<file path="config.mk">
export PLATFORM = sky130hd
export DESIGN_NAME = c_comment_stripper_top_flat
export DESIGN_NICKNAME = d
export VERILOG_FILES = /design/src/hw/rtl/ccs_pkg.sv /design/src/hw/rtl/ccs_stream_if.sv /design/src/hw/rtl/c_comment_stripper_top.sv /design/src/flat_wrapper.sv
export SDC_FILE = /design/constraint.sdc
export NUM_CORES = 1
export LEC_CHECK = 0
export BUFFER_PORTS_ARGS = -buffer_cell sky130_fd_sc_hd__buf_4
export CAP_MARGIN = 20
export CORE_MARGIN = 10
export CORE_UTILIZATION = 53
export CTS_CLUSTER_DIAMETER = 30
export CTS_CLUSTER_SIZE = 40
export DETAILED_ROUTE_END_ITERATION = 10
export GPL_TIMING_DRIVEN = 0
export PLACE_DENSITY = 0.85
export SYNTH_ARGS = -nofsm -noshare
export SYNTH_HDL_FRONTEND = slang
export SYNTH_SLANG_ARGS = --single-unit
export TNS_END_PERCENT = 5
</file>
<file path="constraint.sdc">
create_clock -name i_clk -period 3.9 [get_ports i_clk]
set_input_delay 0.585 -clock i_clk [delete_from_list [all_inputs] [get_ports i_clk]]
set_output_delay 0.585 -clock i_clk [all_outputs]
set_load 0.03 [all_outputs]
</file>
<file path="src/hw/rtl/ccs_pkg.sv">
// Shared types and character constants for the C comment stripper.
package ccs_pkg;

    localparam logic [7:0] CH_SLASH     = 8'h2F;
    localparam logic [7:0] CH_STAR      = 8'h2A;
    localparam logic [7:0] CH_NEWLINE   = 8'h0A;
    localparam logic [7:0] CH_BACKSLASH = 8'h5C;

    typedef struct packed {
        logic [7:0] out_byte;
        logic       last_of_run;
    } t_result;

    typedef struct packed {
        logic [7:0] in_byte;
        logic       end_of_stream;
    } t_item;

endpackage

</file>
<file path="src/hw/rtl/ccs_stream_if.sv">
// Valid/ready stream interfaces for the input and result channels.
interface ccs_in_if;
    logic       valid;
    logic       ready;
    logic [7:0] in_byte;
    logic       end_of_stream;

    modport source (output valid, output in_byte, output end_of_stream, input ready);
    modport sink   (input valid, input in_byte, input end_of_stream, output ready);
endinterface

interface ccs_out_if;
    logic       valid;
    logic       ready;
    logic [7:0] out_byte;
    logic       last_of_run;

    modport source (output valid, output out_byte, output last_of_run, input ready);
    modport sink   (input valid, input out_byte, input last_of_run, output ready);
endinterface

</file>
<file path="src/hw/rtl/c_comment_stripper_top.sv">
// Top level of the C comment stripper: input register, scanner, two-entry result queue.
//
//  Channel  Dir  Payload                          Handshake
//  i_in     in   in_byte[7:0], end_of_stream      valid/ready
//  o_out    out  out_byte[7:0], last_of_run       valid/ready
//
// Flow: a byte is taken into the input register and scanned in the next cycle. Its
// results land in the result queue at the edge that consumes it, once the queue has room,
// and the head entry is offered on o_out. One byte per cycle is sustained while o_out
// takes results; a byte that yields two results ('/' then the byte) fills both queue
// entries, and the single output port drains them one at a time.
// Reset: synchronous, active low; clears the scan mode, input valid and queue.
// Stalls: o_out.ready low fills the two-entry queue, then holds the input register.
module c_comment_stripper_top
    import ccs_pkg::*;
(
    input  logic       i_clk,
    input  logic       i_rst_n,
    ccs_in_if.sink     i_in,
    ccs_out_if.source  o_out
);

    // Scan mode codes
    localparam logic [2:0] MODE_NORMAL     = 3'd0;
    localparam logic [2:0] MODE_SLASH      = 3'd1;
    localparam logic [2:0] MODE_LINE       = 3'd2;
    localparam logic [2:0] MODE_LINE_ESC   = 3'd3;
    localparam logic [2:0] MODE_BLOCK      = 3'd4;
    localparam logic [2:0] MODE_BLOCK_STAR = 3'd5;

    // Input register
    logic       r_in_valid;
    t_item      r_in;

    // Scanner state
    logic [2:0] r_mode;
    logic [2:0] n_mode;

    // Result queue, entry 0 is the head
    t_result    r_q [2];
    t_result    n_q [2];
    logic [1:0] r_count;
    logic [1:0] n_count;

    // Scanner outputs for the byte in the input register
    logic [1:0] scan_num;
    t_result    scan_res0;
    t_result    scan_res1;
    logic [2:0] scan_mode;

    logic       pop;
    logic [1:0] cnt_after_pop;
    logic       consume;

    // Decode one byte against the current mode
    always_comb begin
        scan_num  = 2'd0;
        scan_res0 = '{out_byte: r_in.in_byte, last_of_run: 1'b1};
        scan_res1 = '{out_byte: r_in.in_byte, last_of_run: 1'b1};
        scan_mode = r_mode;
        unique case (r_mode)
            MODE_SLASH: begin
                if (r_in.in_byte == CH_SLASH) begin
                    scan_mode = MODE_LINE;
                end else if (r_in.in_byte == CH_STAR) begin
                    scan_mode = MODE_BLOCK;
                end else begin
                    // Release the held slash ahead of this byte
                    scan_res0 = '{out_byte: CH_SLASH, last_of_run: 1'b0};
                    scan_num  = 2'd2;
                    scan_mode = MODE_NORMAL;
                end
            end
            MODE_LINE: begin
                if (r_in.in_byte == CH_NEWLINE) begin
                    scan_num  = 2'd1;
                    scan_mode = MODE_NORMAL;
                end else if (r_in.in_byte == CH_BACKSLASH) begin
                    scan_mode = MODE_LINE_ESC;
                end
            end
            MODE_LINE_ESC: begin
                // Swallow the escaped byte, newline included
                scan_mode = MODE_LINE;
            end
            MODE_BLOCK: begin
                if (r_in.in_byte == CH_STAR) begin
                    scan_mode = MODE_BLOCK_STAR;
                end
            end
            MODE_BLOCK_STAR: begin
                if (r_in.in_byte == CH_SLASH) begin
                    scan_mode = MODE_NORMAL;
                end else if (r_in.in_byte != CH_STAR) begin
                    scan_mode = MODE_BLOCK;
                end
            end
            default: begin
                // Normal text, and the unused codes
                if (r_in.in_byte == CH_SLASH) begin
                    scan_mode = MODE_SLASH;
                end else begin
                    scan_num  = 2'd1;
                    scan_mode = MODE_NORMAL;
                end
            end
        endcase
        // End of stream closes any open comment and drops a slash still held after that byte
        if (r_in.end_of_stream) begin
            scan_mode = MODE_NORMAL;
        end
    end

    // Handshake: advance the input register only when the queue has room
    assign pop           = o_out.valid && o_out.ready;
    assign cnt_after_pop = r_count - {1'b0, pop};
    assign consume       = r_in_valid && ((2'd2 - cnt_after_pop) >= scan_num);
    assign i_in.ready    = !r_in_valid || consume;

    assign n_mode = consume ? scan_mode : r_mode;

    // Queue update: pop first, then append this transaction's results
    always_comb begin
        n_q[0]  = pop ? r_q[1] : r_q[0];
        n_q[1]  = r_q[1];
        n_count = cnt_after_pop;
        if (consume && scan_num != 2'd0) begin
            if (cnt_after_pop == 2'd0) begin
                n_q[0] = scan_res0;
                n_q[1] = scan_res1;
            end else begin
                n_q[1] = scan_res0;
            end
            n_count = cnt_after_pop + scan_num;
        end
    end

    always_ff @(posedge i_clk) begin
        if (!i_rst_n) begin
            r_in_valid <= 1'b0;
            r_mode     <= MODE_NORMAL;
            r_count    <= 2'd0;
        end else begin
            r_in_valid <= i_in.valid || (r_in_valid && !consume);
            r_mode     <= n_mode;
            r_count    <= n_count;
        end
    end

    // Payload registers, no reset
    always_ff @(posedge i_clk) begin
        if (i_in.valid && i_in.ready) begin
            r_in <= '{in_byte: i_in.in_byte, end_of_stream: i_in.end_of_stream};
        end
        r_q[0] <= n_q[0];
        r_q[1] <= n_q[1];
    end

    assign o_out.valid       = (r_count != 2'd0);
    assign o_out.out_byte    = r_q[0].out_byte;
    assign o_out.last_of_run = r_q[0].last_of_run;

    // Assertions
    a_count_bound: assert property (@(posedge i_clk) disable iff (!i_rst_n)
        r_count <= 2'd2)
        else $error("result queue overflow");

    a_eos_resets_mode: assert property (@(posedge i_clk) disable iff (!i_rst_n)
        (consume && r_in.end_of_stream) |=> (r_mode == MODE_NORMAL))
        else $error("mode not normal after end of stream");

    a_pair_full: assert property (@(posedge i_clk) disable iff (!i_rst_n)
        (consume && scan_num == 2'd2) |=> (r_count == 2'd2))
        else $error("two-result transaction not fully queued");

    a_head_slash: assert property (@(posedge i_clk) disable iff (!i_rst_n)
        (r_count != 2'd0 && !r_q[0].last_of_run) |-> (r_q[0].out_byte == CH_SLASH))
        else $error("non-final result is not a slash");

endmodule
</file>
<file path="src/flat_wrapper.sv">
// flat-port wrapper written by rule: the top's interface ports become plain ports
module c_comment_stripper_top_flat import ccs_pkg::*;
  (i_clk, i_rst_n, i_in_valid, i_in_in_byte, i_in_end_of_stream, i_in_ready, o_out_valid, o_out_out_byte, o_out_last_of_run, o_out_ready);
  ccs_in_if i_in_i ();
  ccs_out_if o_out_i ();
  input  logic i_clk;
  input  logic i_rst_n;
  input wire logic [$bits(i_in_i.valid)-1:0] i_in_valid;
  input wire logic [$bits(i_in_i.in_byte)-1:0] i_in_in_byte;
  input wire logic [$bits(i_in_i.end_of_stream)-1:0] i_in_end_of_stream;
  output wire logic [$bits(i_in_i.ready)-1:0] i_in_ready;
  output wire logic [$bits(o_out_i.valid)-1:0] o_out_valid;
  output wire logic [$bits(o_out_i.out_byte)-1:0] o_out_out_byte;
  output wire logic [$bits(o_out_i.last_of_run)-1:0] o_out_last_of_run;
  input wire logic [$bits(o_out_i.ready)-1:0] o_out_ready;
  assign i_in_i.valid = i_in_valid;
  assign i_in_i.in_byte = i_in_in_byte;
  assign i_in_i.end_of_stream = i_in_end_of_stream;
  assign i_in_ready = i_in_i.ready;
  assign o_out_valid = o_out_i.valid;
  assign o_out_out_byte = o_out_i.out_byte;
  assign o_out_last_of_run = o_out_i.last_of_run;
  assign o_out_i.ready = o_out_ready;
  c_comment_stripper_top u_core (.i_clk(i_clk), .i_rst_n(i_rst_n), .i_in(i_in_i), .o_out(o_out_i));
endmodule
</file>
After elaboration in Yosys (flattened, before gate mapping)
Memories as Yosys holds them, arrays and structs flattened.
Index checks and enable logic that the tools add are counted.
{"block": "classes", "n_eq_ne": 13, "n_reduce_logical": 14, "addsub": 3, "muxes": 23, "n_lt_le_gt_ge": 1}
{"op": "9-bit two-way mux", "count": 6}
{"op": "3-bit two-way mux", "count": 8}
{"op": "18-bit two-way mux", "count": 1}
{"op": "8-bit by 6-bit == test with 1-bit output (second input constant)", "count": 2}
{"op": "3-bit one-hot mux with 5 select lines", "count": 1}
{"op": "8-bit by 4-bit == test with 1-bit output (second input constant)", "count": 1}
{"op": "8-bit by 7-bit == test with 1-bit output (second input constant)", "count": 1}
{"op": "4-bit by 1-bit != test with 1-bit output (second input constant)", "count": 2}
{"op": "8-bit by 6-bit != test with 1-bit output (second input constant)", "count": 1}
{"op": "3-bit by 2-bit == test with 1-bit output (second input constant)", "count": 2}
{"op": "3-bit == test (second input constant)", "count": 2}
{"op": "2-bit two-way mux", "count": 3}
{"op": "2-bit one-hot mux with 3 select lines", "count": 1}
{"op": "1-bit logical AND", "count": 5}
{"op": "4-bit AND reduction", "count": 1}
{"op": "2-bit nonzero test", "count": 2}
{"op": "3-bit by 1-bit == test with 1-bit output (second input constant)", "count": 1}
{"op": "1-bit two-way mux", "count": 3}
{"op": "3-bit by 1-bit != test with 1-bit output (second input constant)", "count": 1}
{"op": "3-bit OR reduction", "count": 1}
{"op": "2-bit adder", "count": 1}
{"op": "2-bit >= comparator", "count": 1}
{"op": "1-bit zero test", "count": 2}
{"op": "2-bit zero test", "count": 1}
{"op": "other kinds (3)", "count": 4}
{"block": "word_totals", "ram_bits": 18, "n_memories": 1, "register_bits": 15, "out_inout_bits": 11, "word_cells": 60}
{"name": "u_core.r_q", "depth": 2, "word_bits": 9, "read_ports": 2, "rd_ports_with_merged_regs": 0, "wr": 2, "line_no": "c_comment_stripper_top.sv:40", "source": "t_result r_q [2];"}

Depth between registers and ports, before layout
{"block": "depth", "depth_word": 9, "mapped_depth": 14, "mapped_depth_nobuf": 12}

Worst setup path before layout
OpenSTA, ideal clock, no wires.
{"block": "synth_timing", "kind": "reg-to-reg", "start": "reg u_core.r_count[1] (netlist name)", "end": "mem u_core.r_q[0][10] (netlist bit), enable pin", "path_slack_ps": 351, "n_path_buf": 2, "setup_time_ps": 340, "arrival_ps": 3209, "t_required_ps": 3560, "path_stages_with_launch": 14, "period_less_slack_ps": 3549, "path_cell_list": "dfxtp_1 -> or2_2 -> clkbuf_1 -> nand2_1 -> inv_1 -> ha_1 -> xnor2_1 -> ha_1 -> inv_1 -> ha_1 -> a21o_1 -> and2_1 -> clkbuf_1 -> o21a_1"}
{"item": "end: declaration", "line_no": "c_comment_stripper_top.sv:40"}

Worst setup path after layout
{"block": "layout_timing", "start": "reg u_core.r_count[1]", "end": "out i_in_ready"}
{"block": "layout_between", "elab_chain_len": 7}
{"item": "start: declaration", "line_no": "c_comment_stripper_top.sv:42", "source": "logic [1:0] r_count;"}
{"item": "start signal: assignment", "line_no": "c_comment_stripper_top.sv:146", "source": "r_count <= n_count;"}
{"item": "2-bit nonzero test", "line_no": "c_comment_stripper_top.sv:159", "source": "assign o_out.valid = (r_count != 2'd0);"}
{"item": "1-bit logical AND", "line_no": "c_comment_stripper_top.sv:115", "source": "assign pop = o_out.valid && o_out.ready;"}
{"item": "2-bit by 1-bit subtractor with 2-bit output (*)", "line_no": "c_comment_stripper_top.sv:116", "source": "assign cnt_after_pop = r_count - {1'b0, pop};"}
{"item": "2-bit subtractor (*)", "line_no": "c_comment_stripper_top.sv:117", "source": "assign consume = r_in_valid && ((2'd2 - cnt_after_pop) >= scan_num);"}
{"item": "2-bit >= comparator (*)", "line_no": "c_comment_stripper_top.sv:117"}
{"item": "1-bit logical AND (*)", "line_no": "c_comment_stripper_top.sv:117"}
{"item": "1-bit logical OR (*)", "line_no": "c_comment_stripper_top.sv:118", "source": "assign i_in.ready = !r_in_valid || consume;"}
{"item": "end: declaration", "line_no": "flat_wrapper.sv:11", "source": "output wire logic [$bits(i_in_i.ready)-1:0] i_in_ready;"}
Mark *: on every way between the ends. The rest lies on a longest branch, timed or not.

==> results_dict.tcl <==
set metrics [dict create \
    cts-root-buf "clkbuf_4" \
    worstPathRequired_ns 3.31 \
    reg2reg_to "u_core.r_q[0][17]" \
    grt_pass1_wl_mm 5.89 \
    cts_buffer_depth 2 \
    final_util_pct 64.0 \
    synth_area_leaders "edfxtp_1 (30%), dfxtp_1 (17%), mux2i_1 (7.8%)" \
    avgSynthCellArea_um2 11.2 \
    synth_seq_cells 33 \
    synth_edf_count 18 \
    yosysSeqAreaShare_pct 46.6 \
    cp-end-kind "output pin" \
    switching_share_pct 37.0 \
    holdPathEnd "u_core.r_in[0]" \
    power.leakage_nw 0.911 \
    combPwrFrac_pct 46.8 \
    synth_cells 161 \
    worstSetupPathType "flip-flop to output pin" \
    maxCapViolations 0 \
    peakVddDrop_mv 0.309 \
    dp_hpwl_mm 2.61 \
    drtPass1Iterations 5 \
    synth_mux_area_share_pct 8.39 \
    net-switching-power_w 0.000573 \
    wl_per_cell_um 14.9 \
    io_buffers 22 \
    rsz0062_at_grt "false" \
    nNetsFinal 208 \
    final_max_slew_viol_count 0 \
    critical_path.max_fanout 10 \
    yosysWarnings 0 \
    min_from "i_in_end_of_stream" \
    core_mm2 0.00331 \
    grt-ovfl-total 0 \
    stdcell_area_mm2 0.00212 \
    intPower_w 0.000974 \
    ios 24 \
    synth_nets 179 \
    grt_pass1_vias 1364 \
    slew_headroom_pct 64.2 \
    n_antenna_cell 0 \
    final_cell_mix "buf_4 (30), edfxtp_1 (18), dfxtp_1 (15)" \
    syn2layout_area_growth_pct 17.3 \
    cts_buffers 5 \
    die_h_um 78.4 \
    rows 21 \
    dpl_cell_area_mm2 0.00203 \
    nFillCells 267 \
    total_power_w 0.00155 \
    synth_xor_area_share_pct 0.970 \
    drive_above_1_share_pct 29.3 \
    synthesis.area_mm2 0.00181 \
    hp-class "primary input to flip-flop" \
    rr_worst_depth 13 \
    synth-compound-area-share_pct 15.5 \
    die_area_mm2 0.00614 \
    setup.worst_path.start_class "flip-flop" \
    hold_depth 1 \
    clock_skew_ns 0.00915 \
    finalCritPeriodShare_pct 91.6 \
    gp_congestion 0.877 \
    synth.distinct_cells 54 \
    synth_top_cell_area_share_pct 29.9 \
    antenna_left 0 \
    cts_sinks 33 \
    max_slew.worst_pin.slew_ns 0.535 \
    final_common_cell "buf_4" \
    clkPwrFrac_pct 17.1 \
    power.density_mw_per_mm2 730 \
    ctsHoldBuffers 0 \
    clk_latency_ns 0.33 \
    hold_viol 0 \
    fmax_ghz 0.280 \
    track_usage_pct 11.7 \
    post-route-min-period_ns 3.57 \
    antenna_found_initial 0 \
    h-tree-depth 2 \
    initial_core_util_pct 54.5 \
    path_clk_slew_ns 0.10 \
    die_x_um 78.4 \
    cts_tree "done" \
    synth_top_family_by_area "simple AND/OR/NAND/NOR gates" \
    yosysTopAreaCell "edfxtp_1" \
    ys.flop_type "edfxtp_1" \
    r2r_setup_slack_ns 0.44 \
    via_per_inst 5.57 \
    yosys.area_share.simple_pct 18.6 \
    synth_fa_ha_area_share_pct 3.47 \
    async_flop_share_pct 0 \
    via_count 1320 \
    sequentialPowerShare_pct 36.0 \
    setup_viol 0 \
    grt_max_degree 11 \
    crit_arrival_ns 2.99 \
    drt_iter0_markers 76 \
    rr_startpoint "u_core.r_count[1]" \
    drc 0 \
    status "finished clean" \
    wl_mm 3.53 \
]
## worst max path at each step
stage                      startpoint                end  slack (ns)
floorplan           u_core.r_count[1]  u_core.r_q[0][10]        0.35
global placement          o_out_ready  u_core.r_q[0][14]        0.08
detailed placement        o_out_ready  u_core.r_q[0][14]       -0.06
CTS                 u_core.r_count[1]  u_core.r_q[0][17]        0.07
global route        u_core.r_count[1]         i_in_ready        0.06
finish              u_core.r_count[1]         i_in_ready        0.33
## metrics by stage
stage                     std cells  setup TNS (ns)  setup slack, ns  hold slack (ns)
after floorplan                 161               0            0.351            0.499
after global placement          229               0           0.0783            0.509
after detailed placement        229          -0.498          -0.0556            0.527
after CTS                       237               0           0.0667            0.419
after global routing            237               0           0.0580            0.405
final                           237               0            0.328            0.426
## cell families (layout without fill, tap and decap cells)
logic type,count (synthesis),in the layout
DFF,33,33
muxes,15,15
xor gates and xnor gates,2,2
adders and majority gates,5,5
buffers and inverters,23,53
and+or+nand+nor,50,50
AOI/OAI and AO/OA,33,33
## flip-flops by register name, indices dropped and copies added (netlist names)
signal and flops:
u_core.r_count 2, u_core.r_in 9, u_core.r_in_valid 1, u_core.r_mode 3
u_core.r_q 18
## cell type report
class	instances	area [um2]	area share [%]
buffer	15	88.8	4.19
timing repair buffer	22	165	7.80
sequential	33	841	39.7
inverter	8	30.0	1.42
clock buffer	7	55.1	2.60
clock inverter	1	30.0	1.42
tap	46	57.6	2.72
multi-input combinational	105	851	40.2
## synth_stat cells, drive strengths merged, types with 2 or more instances
cell,count
nor2,7
o31ai,2
a2bb2oi,3
nor2b,3
nand3,3
o211ai,2
inv,8
nor4,2
dfxtp,15
nor3,2
a21oi,7
buf,9
or2,5
and2,2
edfxtp,18
ha,5
mux2i,14
clkbuf,6
nor3b,4
nand2,11
o21ai,3
and3,2
nand2b,2
a311oi,3
## timing repair
| item | CTS | global route |
|---|---|---|
| resized for setup | 1 | 3 |
| buffers inserted | 0 | 0 |
| endpoints found under the setup margin | 9 | 19 |
## worst max-delay path, cell delays in order, from the launching register on
cell and delay (ns):
dfxtp_1 0.33, or2_2 0.28, clkbuf_1 0.11, nand2_2 0.25, inv_1 0.08, ha_1 0.19
xnor2_1 0.37, ha_1 0.32, inv_1 0.06, ha_1 0.24, a21oi_1 0.17, nand2_1 0.09
buf_4 0.17
## power by group through the flow
stage / Clock, W / Sequential, W / Combinational, W
finish: 0.000265 / 0.000557 / 0.000725
CTS: 0.000269 / 0.000557 / 0.000731
global placement: 0 / 0.000556 / 0.000701
detailed placement: 0 / 0.000565 / 0.000728
global route: 0.000282 / 0.000571 / 0.000801
floorplan: 0 / 0.000546 / 0.000557
## metal layers
| layer | GRT usage (%) | share of wire [%] | up-vias |
|---|---|---|---|
| met3 | 4.21 | 4.5 | 6 |
| met2 | 20.1 | 52 | 34 |
| li1 | - | - | 651 |
| met1 | 12.3 | 42 | 629 |
| met5 | 0 | 0 | - |
| met4 | 6.45 | 1.6 | 0 |
(Power assumes the default switching activity.)
